File: config.mk
export PLATFORM = sky130hd
export DESIGN_NAME = protobuf_stream_field_decoder_core_flat
export DESIGN_NICKNAME = d
export VERILOG_FILES = /design/src/rtl/pbd_pkg.sv /design/src/rtl/pbd_chan_if.sv /design/src/rtl/pbd_front.sv /design/src/rtl/pbd_queue.sv /design/src/rtl/pbd_back.sv /design/src/rtl/protobuf_stream_field_decoder_core.sv /design/src/flat_wrapper.sv
export SDC_FILE = /design/constraint.sdc
export NUM_CORES = 1
export LEC_CHECK = 0
export BUFFER_PORTS_ARGS = -buffer_cell sky130_fd_sc_hd__buf_2
export CAP_MARGIN = 20
export CORE_MARGIN = 8
export CORE_UTILIZATION = 50
export CTS_CLUSTER_DIAMETER = 30
export DETAILED_ROUTE_END_ITERATION = 12
export GPL_ROUTABILITY_DRIVEN = 0
export HOLD_SLACK_MARGIN = 0.12
export PLACE_DENSITY_LB_ADDON = 0.08
export SYNTH_ARGS = -nofsm -noshare
export SYNTH_HDL_FRONTEND = slang
export SYNTH_SLANG_ARGS = --single-unit
File: constraint.sdc
create_clock -name clk -period 11.05 [get_ports clk]
set_input_delay 0 -clock clk [delete_from_list [all_inputs] [get_ports clk]]
set_output_delay 0 -clock clk [all_outputs]
set_load 0.05 [all_outputs]
File: src/rtl/pbd_pkg.sv
`default_nettype none

package pbd_pkg;

  typedef enum logic [2:0] {
    KIND_NUM  = 3'd0,
    KIND_LEN  = 3'd1,
    KIND_DATA = 3'd2,
    KIND_DONE = 3'd3,
    KIND_ERR  = 3'd4
  } kind_t;

  typedef enum logic [2:0] {
    ERR_NONE  = 3'd0,
    ERR_KEY   = 3'd1,
    ERR_NUM   = 3'd2,
    ERR_BYTES = 3'd3,
    ERR_FIELD = 3'd4
  } err_t;

  typedef enum logic [6:0] {
    PH_IDLE    = 7'b0000001,
    PH_KEY     = 7'b0000010,
    PH_NUM     = 7'b0000100,
    PH_LEN     = 7'b0001000,
    PH_DATA    = 7'b0010000,
    PH_SKIPVAR = 7'b0100000,
    PH_SKIPFIX = 7'b1000000
  } phase_t;

  localparam logic       CMD_START   = 1'b0;
  localparam logic [2:0] WIRE_VARINT = 3'd0;
  localparam logic [2:0] WIRE_I64    = 3'd1;
  localparam logic [2:0] WIRE_LEN    = 3'd2;
  localparam logic [2:0] WIRE_I32    = 3'd5;
  localparam logic [31:0] FIELD_BOOL = 32'd6;
  localparam logic [31:0] FIELD_U32  = 32'd9;
  localparam logic [3:0]  VARINT_LAST = 4'd9;

  localparam int QDEPTH = 4;
  localparam int QPTR_W = $clog2(QDEPTH);
  localparam int QCNT_W = $clog2(QDEPTH + 1);

  typedef struct packed {
    kind_t       kind;
    logic [31:0] field_number;
    logic [63:0] value;
    logic [7:0]  byte_out;
    logic        end_of_field;
    err_t        error_code;
  } res_t;

  typedef struct packed {
    res_t r0;
    res_t r1;
    logic two;
  } entry_t;

  typedef struct packed {
    logic   valid;
    entry_t entry;
  } push_t;

  function automatic res_t mk_res(input kind_t k, input logic [31:0] f,
                                  input logic [63:0] v, input logic [7:0] b,
                                  input logic e, input err_t c);
    res_t r;
    r.kind         = k;
    r.field_number = f;
    r.value        = v;
    r.byte_out     = b;
    r.end_of_field = e;
    r.error_code   = c;
    return r;
  endfunction

  function automatic logic [5:0] vshift(input logic [3:0] cnt);
    logic [5:0] s;
    unique case (cnt)
      4'd0: s = 6'd0;
      4'd1: s = 6'd7;
      4'd2: s = 6'd14;
      4'd3: s = 6'd21;
      4'd4: s = 6'd28;
      4'd5: s = 6'd35;
      4'd6: s = 6'd42;
      4'd7: s = 6'd49;
      4'd8: s = 6'd56;
      default: s = 6'd63;
    endcase
    return s;
  endfunction

  function automatic logic is_numeric(input logic [31:0] f);
    return f == 32'd1 || f == 32'd2 || f == 32'd4 || f == 32'd5 ||
           f == FIELD_BOOL || f == FIELD_U32;
  endfunction

  function automatic logic is_bytes(input logic [31:0] f);
    return f == 32'd3 || f == 32'd7 || f == 32'd8 || f == 32'd10;
  endfunction

endpackage

`default_nettype wire

File: src/rtl/pbd_chan_if.sv
`default_nettype none

interface pbd_in_if;
  logic        valid;
  logic        ready;
  logic        cmd;
  logic [31:0] payload_length;
  logic [7:0]  data_byte;

  modport source (output valid, cmd, payload_length, data_byte, input ready);
  modport sink   (input valid, cmd, payload_length, data_byte, output ready);
endinterface

interface pbd_out_if;
  logic        valid;
  logic        ready;
  logic [2:0]  kind;
  logic [31:0] field_number;
  logic [63:0] value;
  logic [7:0]  byte_out;
  logic        end_of_field;
  logic [2:0]  error_code;
  logic        last;

  modport source (output valid, kind, field_number, value, byte_out, end_of_field,
                  error_code, last, input ready);
  modport sink   (input valid, kind, field_number, value, byte_out, end_of_field,
                  error_code, last, output ready);
endinterface

`default_nettype wire

File: src/rtl/pbd_front.sv
`default_nettype none

module pbd_front import pbd_pkg::*; (
  input  logic   clk,
  input  logic   rst_n,
  pbd_in_if.sink in_ch,
  input  logic   q_full,
  output push_t  push
);

  phase_t      phase_r, ph_nxt;
  logic [63:0] accum_r, acc_nxt;
  logic [3:0]  count_r, cnt_nxt;
  logic [31:0] field_r, fld_nxt;
  logic [31:0] pleft_r, pl_nxt;
  logic [31:0] fbleft_r, fbl_nxt;

  logic        take;
  logic [63:0] vi_val;
  logic        vi_done, vi_long;
  logic [31:0] pl_dec, fbl_dec, key_fld, need;
  logic [2:0]  key_wire;
  logic        known;
  logic [63:0] num_val;
  logic        has_a, has_b, fail_a;
  err_t        code_a;
  res_t        res_a, res_b;

  assign in_ch.ready = !q_full;
  assign take        = in_ch.valid && in_ch.ready;

  assign vi_val   = accum_r | (64'(in_ch.data_byte[6:0]) << vshift(count_r));
  assign vi_done  = !in_ch.data_byte[7];
  assign vi_long  = in_ch.data_byte[7] && (count_r >= VARINT_LAST);
  assign pl_dec   = pleft_r - 32'd1;
  assign fbl_dec  = (fbleft_r != 32'd0) ? fbleft_r - 32'd1 : 32'd0;
  assign key_fld  = vi_val[34:3];
  assign key_wire = vi_val[2:0];
  assign known    = is_bytes(field_r);
  assign need     = (key_wire == WIRE_I64) ? 32'd8 : 32'd4;

  always_comb begin
    if (field_r == FIELD_BOOL) begin
      num_val = {63'd0, |vi_val};
    end else if (field_r == FIELD_U32) begin
      num_val = {32'd0, vi_val[31:0]};
    end else begin
      num_val = vi_val;
    end
  end

  always_comb begin
    ph_nxt  = phase_r;
    acc_nxt = accum_r;
    cnt_nxt = count_r;
    fld_nxt = field_r;
    pl_nxt  = pleft_r;
    fbl_nxt = fbleft_r;
    has_a   = 1'b0;
    has_b   = 1'b0;
    fail_a  = 1'b0;
    code_a  = ERR_NONE;
    res_a   = '0;
    res_b   = '0;
    if (take) begin
      if (in_ch.cmd == CMD_START) begin
        acc_nxt = '0;
        cnt_nxt = '0;
        fld_nxt = '0;
        fbl_nxt = '0;
        pl_nxt  = in_ch.payload_length;
        if (in_ch.payload_length == 32'd0) begin
          ph_nxt = PH_IDLE;
          has_a  = 1'b1;
          res_a  = mk_res(KIND_DONE, '0, '0, '0, 1'b0, ERR_NONE);
        end else begin
          ph_nxt = PH_KEY;
        end
      end else if (phase_r != PH_IDLE && pleft_r != 32'd0) begin
        pl_nxt = pl_dec;
        if (phase_r == PH_KEY || phase_r == PH_NUM || phase_r == PH_LEN ||
            phase_r == PH_SKIPVAR) begin
          if (vi_done || vi_long) begin
            acc_nxt = '0;
            cnt_nxt = '0;
          end else begin
            acc_nxt = vi_val;
            cnt_nxt = count_r + 4'd1;
          end
        end
        unique case (phase_r)
          PH_KEY: begin
            if (vi_long) begin
              fail_a = 1'b1;
              code_a = ERR_KEY;
            end else if (vi_done) begin
              fld_nxt = key_fld;
              if (is_numeric(key_fld)) begin
                if (key_wire != WIRE_VARINT) begin
                  fail_a = 1'b1;
                  code_a = ERR_NUM;
                end else begin
                  ph_nxt = PH_NUM;
                end
              end else if (is_bytes(key_fld)) begin
                if (key_wire != WIRE_LEN) begin
                  fail_a = 1'b1;
                  code_a = ERR_BYTES;
                end else begin
                  ph_nxt = PH_LEN;
                end
              end else if (key_wire == WIRE_VARINT) begin
                ph_nxt = PH_SKIPVAR;
              end else if (key_wire == WIRE_LEN) begin
                ph_nxt = PH_LEN;
              end else if (key_wire == WIRE_I64 || key_wire == WIRE_I32) begin
                if (pl_dec < need) begin
                  fail_a = 1'b1;
                  code_a = ERR_FIELD;
                end else begin
                  fbl_nxt = need;
                  ph_nxt  = PH_SKIPFIX;
                end
              end else begin
                fail_a = 1'b1;
                code_a = ERR_FIELD;
              end
            end
          end
          PH_NUM: begin
            if (vi_long) begin
              fail_a = 1'b1;
              code_a = ERR_NUM;
            end else if (vi_done) begin
              has_a  = 1'b1;
              res_a  = mk_res(KIND_NUM, field_r, num_val, '0, 1'b0, ERR_NONE);
              ph_nxt = PH_KEY;
            end
          end
          PH_LEN: begin
            if (vi_long || (vi_done && vi_val > {32'd0, pl_dec})) begin
              fail_a = 1'b1;
              code_a = known ? ERR_BYTES : ERR_FIELD;
            end else if (vi_done) begin
              if (known) begin
                has_a = 1'b1;
                res_a = mk_res(KIND_LEN, field_r, vi_val, '0, 1'b0, ERR_NONE);
              end
              if (vi_val == 64'd0) begin
                ph_nxt = PH_KEY;
              end else begin
                fbl_nxt = vi_val[31:0];
                ph_nxt  = known ? PH_DATA : PH_SKIPFIX;
              end
            end
          end
          PH_DATA: begin
            fbl_nxt = fbl_dec;
            has_a   = 1'b1;
            res_a   = mk_res(KIND_DATA, field_r, '0, in_ch.data_byte,
                             fbl_dec == 32'd0, ERR_NONE);
            if (fbl_dec == 32'd0) begin
              ph_nxt = PH_KEY;
            end
          end
          PH_SKIPVAR: begin
            if (vi_long) begin
              fail_a = 1'b1;
              code_a = ERR_FIELD;
            end else if (vi_done) begin
              ph_nxt = PH_KEY;
            end
          end
          PH_SKIPFIX: begin
            fbl_nxt = fbl_dec;
            if (fbl_dec == 32'd0) begin
              ph_nxt = PH_KEY;
            end
          end
          default: begin
          end
        endcase
        if (fail_a) begin
          ph_nxt  = PH_IDLE;
          acc_nxt = '0;
          cnt_nxt = '0;
          has_a   = 1'b1;
          res_a   = mk_res(KIND_ERR, (code_a == ERR_KEY) ? 32'd0 : fld_nxt, '0, '0,
                           1'b0, code_a);
        end else if (ph_nxt != PH_IDLE && pl_dec == 32'd0) begin
          has_b = 1'b1;
          if (ph_nxt == PH_KEY && cnt_nxt == 4'd0) begin
            res_b = mk_res(KIND_DONE, '0, '0, '0, 1'b0, ERR_NONE);
          end else if (ph_nxt == PH_KEY) begin
            res_b = mk_res(KIND_ERR, '0, '0, '0, 1'b0, ERR_KEY);
          end else if (ph_nxt == PH_NUM) begin
            res_b = mk_res(KIND_ERR, fld_nxt, '0, '0, 1'b0, ERR_NUM);
          end else if ((ph_nxt == PH_LEN || ph_nxt == PH_DATA) && is_bytes(fld_nxt)) begin
            res_b = mk_res(KIND_ERR, fld_nxt, '0, '0, 1'b0, ERR_BYTES);
          end else begin
            res_b = mk_res(KIND_ERR, fld_nxt, '0, '0, 1'b0, ERR_FIELD);
          end
          ph_nxt  = PH_IDLE;
          acc_nxt = '0;
          cnt_nxt = '0;
        end
      end
    end
  end

  assign push.valid    = take && (has_a || has_b);
  assign push.entry.r0 = has_a ? res_a : res_b;
  assign push.entry.r1 = res_b;
  assign push.entry.two = has_a && has_b;

  always_ff @(posedge clk) begin
    if (!rst_n) begin
      phase_r  <= PH_IDLE;
      accum_r  <= '0;
      count_r  <= '0;
      field_r  <= '0;
      pleft_r  <= '0;
      fbleft_r <= '0;
    end else begin
      phase_r  <= ph_nxt;
      accum_r  <= acc_nxt;
      count_r  <= cnt_nxt;
      field_r  <= fld_nxt;
      pleft_r  <= pl_nxt;
      fbleft_r <= fbl_nxt;
    end
  end

  assert property (@(posedge clk) disable iff (!rst_n) count_r <= VARINT_LAST)
    else $error("Varint byte count ran past the tenth byte.");

  assert property (@(posedge clk) disable iff (!rst_n)
                   phase_r != PH_IDLE |-> pleft_r != 32'd0)
    else $error("Decoder is active with no payload bytes left.");

  assert property (@(posedge clk) disable iff (!rst_n)
                   (phase_r == PH_DATA || phase_r == PH_SKIPFIX) |-> fbleft_r != 32'd0)
    else $error("Field body phase entered with an empty byte count.");

endmodule

`default_nettype wire

File: src/rtl/pbd_queue.sv
`default_nettype none

module pbd_queue import pbd_pkg::*; (
  input  logic   clk,
  input  logic   rst_n,
  input  push_t  push,
  input  logic   pop,
  output entry_t head,
  output logic   empty,
  output logic   full
);

  entry_t              mem_r [QDEPTH];
  logic [QPTR_W-1:0]   wr_ptr_r, rd_ptr_r;
  logic [QCNT_W-1:0]   cnt_r;

  assign head  = mem_r[rd_ptr_r];
  assign empty = (cnt_r == '0);
  assign full  = (cnt_r == QCNT_W'(QDEPTH));

  function automatic logic [QPTR_W-1:0] nxt_ptr(input logic [QPTR_W-1:0] p);
    return (p == QPTR_W'(QDEPTH - 1)) ? '0 : p + 1'b1;
  endfunction

  always_ff @(posedge clk) begin
    if (push.valid) begin
      mem_r[wr_ptr_r] <= push.entry;
    end
  end

  always_ff @(posedge clk) begin
    if (!rst_n) begin
      wr_ptr_r <= '0;
      rd_ptr_r <= '0;
      cnt_r    <= '0;
    end else begin
      if (push.valid) begin
        wr_ptr_r <= nxt_ptr(wr_ptr_r);
      end
      if (pop) begin
        rd_ptr_r <= nxt_ptr(rd_ptr_r);
      end
      if (push.valid && !pop) begin
        cnt_r <= cnt_r + 1'b1;
      end else if (pop && !push.valid) begin
        cnt_r <= cnt_r - 1'b1;
      end
    end
  end

  assert property (@(posedge clk) disable iff (!rst_n) cnt_r <= QCNT_W'(QDEPTH))
    else $error("Queue fill count exceeds its depth.");

  assert property (@(posedge clk) disable iff (!rst_n) push.valid |-> !full)
    else $error("Write into a full queue.");

  assert property (@(posedge clk) disable iff (!rst_n) pop |-> !empty)
    else $error("Read from an empty queue.");

endmodule

`default_nettype wire

File: src/rtl/pbd_back.sv
`default_nettype none

module pbd_back import pbd_pkg::*; (
  input  logic        clk,
  input  logic        rst_n,
  input  entry_t      head,
  input  logic        empty,
  output logic        pop,
  pbd_out_if.source   out_ch
);

  logic sub_r;
  logic is_last;
  logic xfer;
  res_t res;

  assign res     = sub_r ? head.r1 : head.r0;
  assign is_last = sub_r || !head.two;
  assign xfer    = out_ch.valid && out_ch.ready;
  assign pop     = xfer && is_last;

  assign out_ch.valid        = !empty;
  assign out_ch.kind         = res.kind;
  assign out_ch.field_number = res.field_number;
  assign out_ch.value        = res.value;
  assign out_ch.byte_out     = res.byte_out;
  assign out_ch.end_of_field = res.end_of_field;
  assign out_ch.error_code   = res.error_code;
  assign out_ch.last         = is_last;

  always_ff @(posedge clk) begin
    if (!rst_n) begin
      sub_r <= 1'b0;
    end else if (xfer) begin
      sub_r <= !is_last;
    end
  end

  assert property (@(posedge clk) disable iff (!rst_n) sub_r |-> (!empty && head.two))
    else $error("Second result selected without a two-result entry.");

  assert property (@(posedge clk) disable iff (!rst_n)
                   (xfer && !is_last) |=> (sub_r && !empty))
    else $error("First of two results left without its partner.");

endmodule

`default_nettype wire

File: src/rtl/protobuf_stream_field_decoder_core.sv
`default_nettype none

// Channel   Direction  Handshake     Payload
// in_ch     sink       valid/ready   cmd, payload_length, data_byte
// out_ch    source     valid/ready   kind, field_number, value, byte_out,
//                                    end_of_field, error_code, last
//
// The decoder takes one input transfer per cycle while the queue is not full; each
// item is decoded in the cycle it is accepted and its zero, one or two results
// enter a four-entry queue. Results leave one per cycle while out_ch is ready, so
// a two-result item holds the output for both; the queue absorbs the difference.
// Input ready drops only while the queue is full; output stalls fill the queue.
// Reset is synchronous and returns the decoder to waiting for a start item.

module protobuf_stream_field_decoder_core import pbd_pkg::*; (
  input  logic       clk,
  input  logic       rst_n,
  pbd_in_if.sink     in_ch,
  pbd_out_if.source  out_ch
);

  push_t  push;
  entry_t head;
  logic   q_empty, q_full, q_pop;

  pbd_front u_front (
    .clk    (clk),
    .rst_n  (rst_n),
    .in_ch  (in_ch),
    .q_full (q_full),
    .push   (push)
  );

  pbd_queue u_queue (
    .clk   (clk),
    .rst_n (rst_n),
    .push  (push),
    .pop   (q_pop),
    .head  (head),
    .empty (q_empty),
    .full  (q_full)
  );

  pbd_back u_back (
    .clk    (clk),
    .rst_n  (rst_n),
    .head   (head),
    .empty  (q_empty),
    .pop    (q_pop),
    .out_ch (out_ch)
  );

endmodule

`default_nettype wire
File: src/flat_wrapper.sv
// flat-port wrapper written by rule: the top's interface ports become plain ports
module protobuf_stream_field_decoder_core_flat import pbd_pkg::*;
  (clk, rst_n, in_ch_valid, in_ch_cmd, in_ch_payload_length, in_ch_data_byte, in_ch_ready, out_ch_valid, out_ch_kind, out_ch_field_number, out_ch_value, out_ch_byte_out, out_ch_end_of_field, out_ch_error_code, out_ch_last, out_ch_ready);
  pbd_in_if in_ch_i ();
  pbd_out_if out_ch_i ();
  input  logic clk;
  input  logic rst_n;
  input wire logic [$bits(in_ch_i.valid)-1:0] in_ch_valid;
  input wire logic [$bits(in_ch_i.cmd)-1:0] in_ch_cmd;
  input wire logic [$bits(in_ch_i.payload_length)-1:0] in_ch_payload_length;
  input wire logic [$bits(in_ch_i.data_byte)-1:0] in_ch_data_byte;
  output wire logic [$bits(in_ch_i.ready)-1:0] in_ch_ready;
  output wire logic [$bits(out_ch_i.valid)-1:0] out_ch_valid;
  output wire logic [$bits(out_ch_i.kind)-1:0] out_ch_kind;
  output wire logic [$bits(out_ch_i.field_number)-1:0] out_ch_field_number;
  output wire logic [$bits(out_ch_i.value)-1:0] out_ch_value;
  output wire logic [$bits(out_ch_i.byte_out)-1:0] out_ch_byte_out;
  output wire logic [$bits(out_ch_i.end_of_field)-1:0] out_ch_end_of_field;
  output wire logic [$bits(out_ch_i.error_code)-1:0] out_ch_error_code;
  output wire logic [$bits(out_ch_i.last)-1:0] out_ch_last;
  input wire logic [$bits(out_ch_i.ready)-1:0] out_ch_ready;
  assign in_ch_i.valid = in_ch_valid;
  assign in_ch_i.cmd = in_ch_cmd;
  assign in_ch_i.payload_length = in_ch_payload_length;
  assign in_ch_i.data_byte = in_ch_data_byte;
  assign in_ch_ready = in_ch_i.ready;
  assign out_ch_valid = out_ch_i.valid;
  assign out_ch_kind = out_ch_i.kind;
  assign out_ch_field_number = out_ch_i.field_number;
  assign out_ch_value = out_ch_i.value;
  assign out_ch_byte_out = out_ch_i.byte_out;
  assign out_ch_end_of_field = out_ch_i.end_of_field;
  assign out_ch_error_code = out_ch_i.error_code;
  assign out_ch_last = out_ch_i.last;
  assign out_ch_i.ready = out_ch_ready;
  protobuf_stream_field_decoder_core u_core (.clk(clk), .rst_n(rst_n), .in_ch(in_ch_i), .out_ch(out_ch_i));
endmodule
==> impl_results.md <==
* CTS root buffer: clkbuf_16
* Placed Cells incl. Taps at 3878
* Clock transition at the registers of the reported paths at approximately 0.050 ns
* ANT cells at 0
* Post-synthesis compound-gate area fraction at 0.109
* Via/cell ratio at 6.28
* Worst hold endpoint: u_core.u_front.pleft_r[14]
* Post-CTS setup buffer count at 0
* Yosys warns at 0
* Clk_lat worst skew at 0.73 ns
* Layout cells sized above 1 at 0.219
* Worst EP arrival at 8.65 ns
* Total track usage at 0.254
* Syn Area/Cell at 12.7 um^2
* H-tree levels at 4
* Number of max-cap violations at 0
* Power Density at 218 nW/um^2
* Lkg Pwr at roughly 0.016 uW
* DRT Wirelength at roughly 110000 um
* Ports at 159
* Largest family of logic cells by synthesized area: simple AND/OR/NAND/NOR gates
* Iter 0 DRT Violations at 2532
* Tmin final at 8.32 ns
* Synth top area share at 0.487
* Slew Limit Fails at 0
* Fillers at 5652
* Input/output buffers at about 160
* Area contributors post-synth: edfxtp_1 49%, dfxtp_1 10%, mux4_2 9.3%
* CP Max Fanout at between 100 and 150
* Global-route wire length before repair at 161000 um
* Synth-to-Final Area Change at 20.4%
* Min-delay worst type: in2reg
* Die area at 82400 um^2
* Initial Utilization at 0.504
* Worst reg2reg endpoint: u_core.u_queue.mem_r[1][154]
* Max Clock Skew at 0.0333 ns
* Syn Inst Count at 2899
* Critical Path End Type: flip-flop
* Antenna-violating nets left at 0
* Post-synth EDFFs at a little under 600
* FF-to-FF setup slack at 2.73 ns
* Cts-stage hold buffer count at 62
* Simple-gate share of the synthesized area at 0.131
* Post-Syn Nets at 2995
* Reg2reg path depth at 18
* Critical Path RT at between 10 and 15 ns
* Multiplexer area fraction after synthesis at 0.114
* First-pass detailed-route iteration total at 6
* Adder-cell share of the synthesized area at 0.0176
* Status: finished, final reports clean
* Worst slew pin tran at 1.14 ns
* Via count at around 26000
* Die Span Y at 287 um
* Clock tree buffer depth at 3
* RSZ-0062 raised after global routing: no
* GRT overflow at 0
* Fmax at 120 MHz
* Core Util, Final at 0.607
* Vias in the first global route at 26000
* Hold path startpoint: in_ch_payload_length[14]
* Post-synthesis sequential area ratio at 0.589
* Final HPWL DP at 70200 um
* Crit Path Class: reg2reg
* Final Hold Fails at 0
* Placeable Area at roughly 73000 um^2
* Most used DFF post-synth: edfxtp_1
* Total Nets Final at 3226
* Clock sink total at roughly 780
* WL per Instance at 25.5 um
* Synth Area in XOR/XNOR at 0.0100
* DR DRC count at 0
* Synth Cell Area at 36700 um^2
* Layout Cells excl Fill at around 4200
* Num CTS Buffers at 144
* #FFs+latches synth at between 700 and 800
* Initial antenna violation count at 4
* Rel. slew slack at 0.232
* Final hold slack at around 0.15 ns
* WHS Path Cells at 4
* Synth area leader: edfxtp_1
* Most common cell after layout, fill and taps aside: edfxtp_1
* Die Width at 287 um
* Cell Rows at 99
* Crit start category: flip-flop
* Fin crit share at 0.753
* Maximum VDD drop at 0.169 mV
* TritonCTS clock tree: yes
* Setup violations, final at 0
* Largest net degree at the start of global routing at 150
* Post-CTS Resized at 0
* Synth cell types at 101
* Most frequent cells in the layout: 596 x edfxtp_1, 300 x nor2_1, 184 x dfxtp_1, 182 x nand2_1
* Asr flop ratio synth at 0
[Yosys cell counts (10+ instances only)]
cell type and count:
nor4_1 64, xor2_1 21, clkbuf_1 137, a21o_1 16, or4_1 15, o2bb2ai_1 27, edfxtp_1 596, a31oi_1 65
a211oi_1 18, a2bb2oi_1 21, mux2i_1 21, a21oi_1 160, nand3_1 52, xnor2_1 21, nand2_1 182, o211ai_1 29
o22ai_1 34, and2_1 24, nand4_1 43, inv_1 72, nor3b_1 12, nor2b_1 97, or3_1 29, nand2b_1 17
nor2_1 302, dfxtp_1 187, ha_1 50, nor3_1 47, o31ai_1 15, o21ai_0 69, o32ai_1 17, and3_1 12
buf_2 22, mux2_2 42, a22o_1 11, mux4_2 152, o21a_1 10, buf_1 21
[stage by stage]
| step | total power (uW) | setup WS (ns) | TNS [ns] | area (um^2) |
|---|---|---|---|---|
| detailed placement | 5210 | 2.91 | 0 | 38400 |
| finish | 9650 | 2.73 | 0 | 44200 |
| global placement | 5190 | 2.88 | 0 | 38400 |
| CTS | 9710 | 2.91 | 0 | 44100 |
| global route | 9980 | 2.31 | 0 | 44200 |
| floorplan | 4720 | -1.03 | -611.67 | 36700 |
[cell type report]
| cell class | instances | area [um^2] | share of cell area |
|---|---|---|---|
| Tap cell | 959 | 1200 | 0.0271 |
| Sequential cell | 783 | 21700 | 0.490 |
| Multi-Input combinational cell | 1850 | 14100 | 0.318 |
| Inverter | 77 | 289 | 0.00654 |
| Clock inverter | 103 | 1330 | 0.0301 |
| Clock buffer | 164 | 3760 | 0.0850 |
| Timing Repair Buffer | 274 | 1900 | 0.0431 |
[power by group]
group / internal, uW / total (uW) / switching [uW] / leakage [uW]
Combinational: 623 / 1880 / 1250 / 0.00600
Sequential: 3210 / 3300 / 89.6 / 0.00713
Clock: 2910 / 4470 / 1570 / 0.00242
[sequential cells by signal (all words and copies together), names as in the netlist, named ones only]
name / count
u_core.u_queue.wr_ptr_r: 2
u_core.u_front.count_r: 4
u_core.u_queue.mem_r: 596
u_core.u_front.phase_r: 7
u_core.u_back.sub_r: 1
u_core.u_front.field_r: 32
u_core.u_front.accum_r: 64
u_core.u_front.pleft_r: 32
u_core.u_queue.cnt_r: 3
u_core.u_front.fbleft_r: 32
u_core.u_queue.rd_ptr_r: 2
[layer usage]
metal,track usage,part of all wire,vias to the layer above
met1,0.343,0.42,13300
met4,0.101,0.037,4
li1,-,-,11700
met5,0,0.00021,-
met2,0.400,0.47,1166
met3,0.0560,0.076,265
[logic make-up after synthesis]
| logic type | after synthesis |
|---|---|
| simple gates | 951 |
| flops | 783 |
| compound gates | 586 |
| buf+inv | 266 |
| mux | 220 |
| fa+ha+maj | 51 |
| xor+xnor | 42 |
[how the worst max path moves through the flow]
| stage | from | end | slack (ns) | cells past startpoint |
|---|---|---|---|---|
| final | flip-flop | u_core.u_queue.mem_r[1][154] | 2.73 | 18 |
| after global routing | flip-flop | u_core.u_queue.mem_r[1][155] | 2.31 | 18 |
| after detailed placement | flip-flop | u_core.u_queue.mem_r[1][159] | 2.91 | 18 |
| after floorplan | u_core.u_front.pleft_r[4] | u_core.u_queue.mem_r[0][0] | -1.03 | 19 |
| after global placement | flip-flop | u_core.u_queue.mem_r[0][162] | 2.88 | 18 |
| after CTS | flip-flop | u_core.u_queue.mem_r[1][110] | 2.91 | 18 |
[critical path, stage by stage, from the launching register on]
cell      delay, ns
dfxtp_1        0.98
mux2_2         0.47
mux4_2         0.71
a21oi_1        0.61
inv_1          0.11
ha_1           0.34
and4_1         0.23
nand2_1        0.09
nor4_1         0.36
nand2_1        0.11
a221oi_1       0.39
and4_1         0.31
o21ai_1        0.08
a32oi_1        0.51
and2_1         0.29
a21boi_1       0.42
nor2_1         0.34
nor2b_4        0.62
buf_12         0.52
Power figures use the tool's default switching activity.
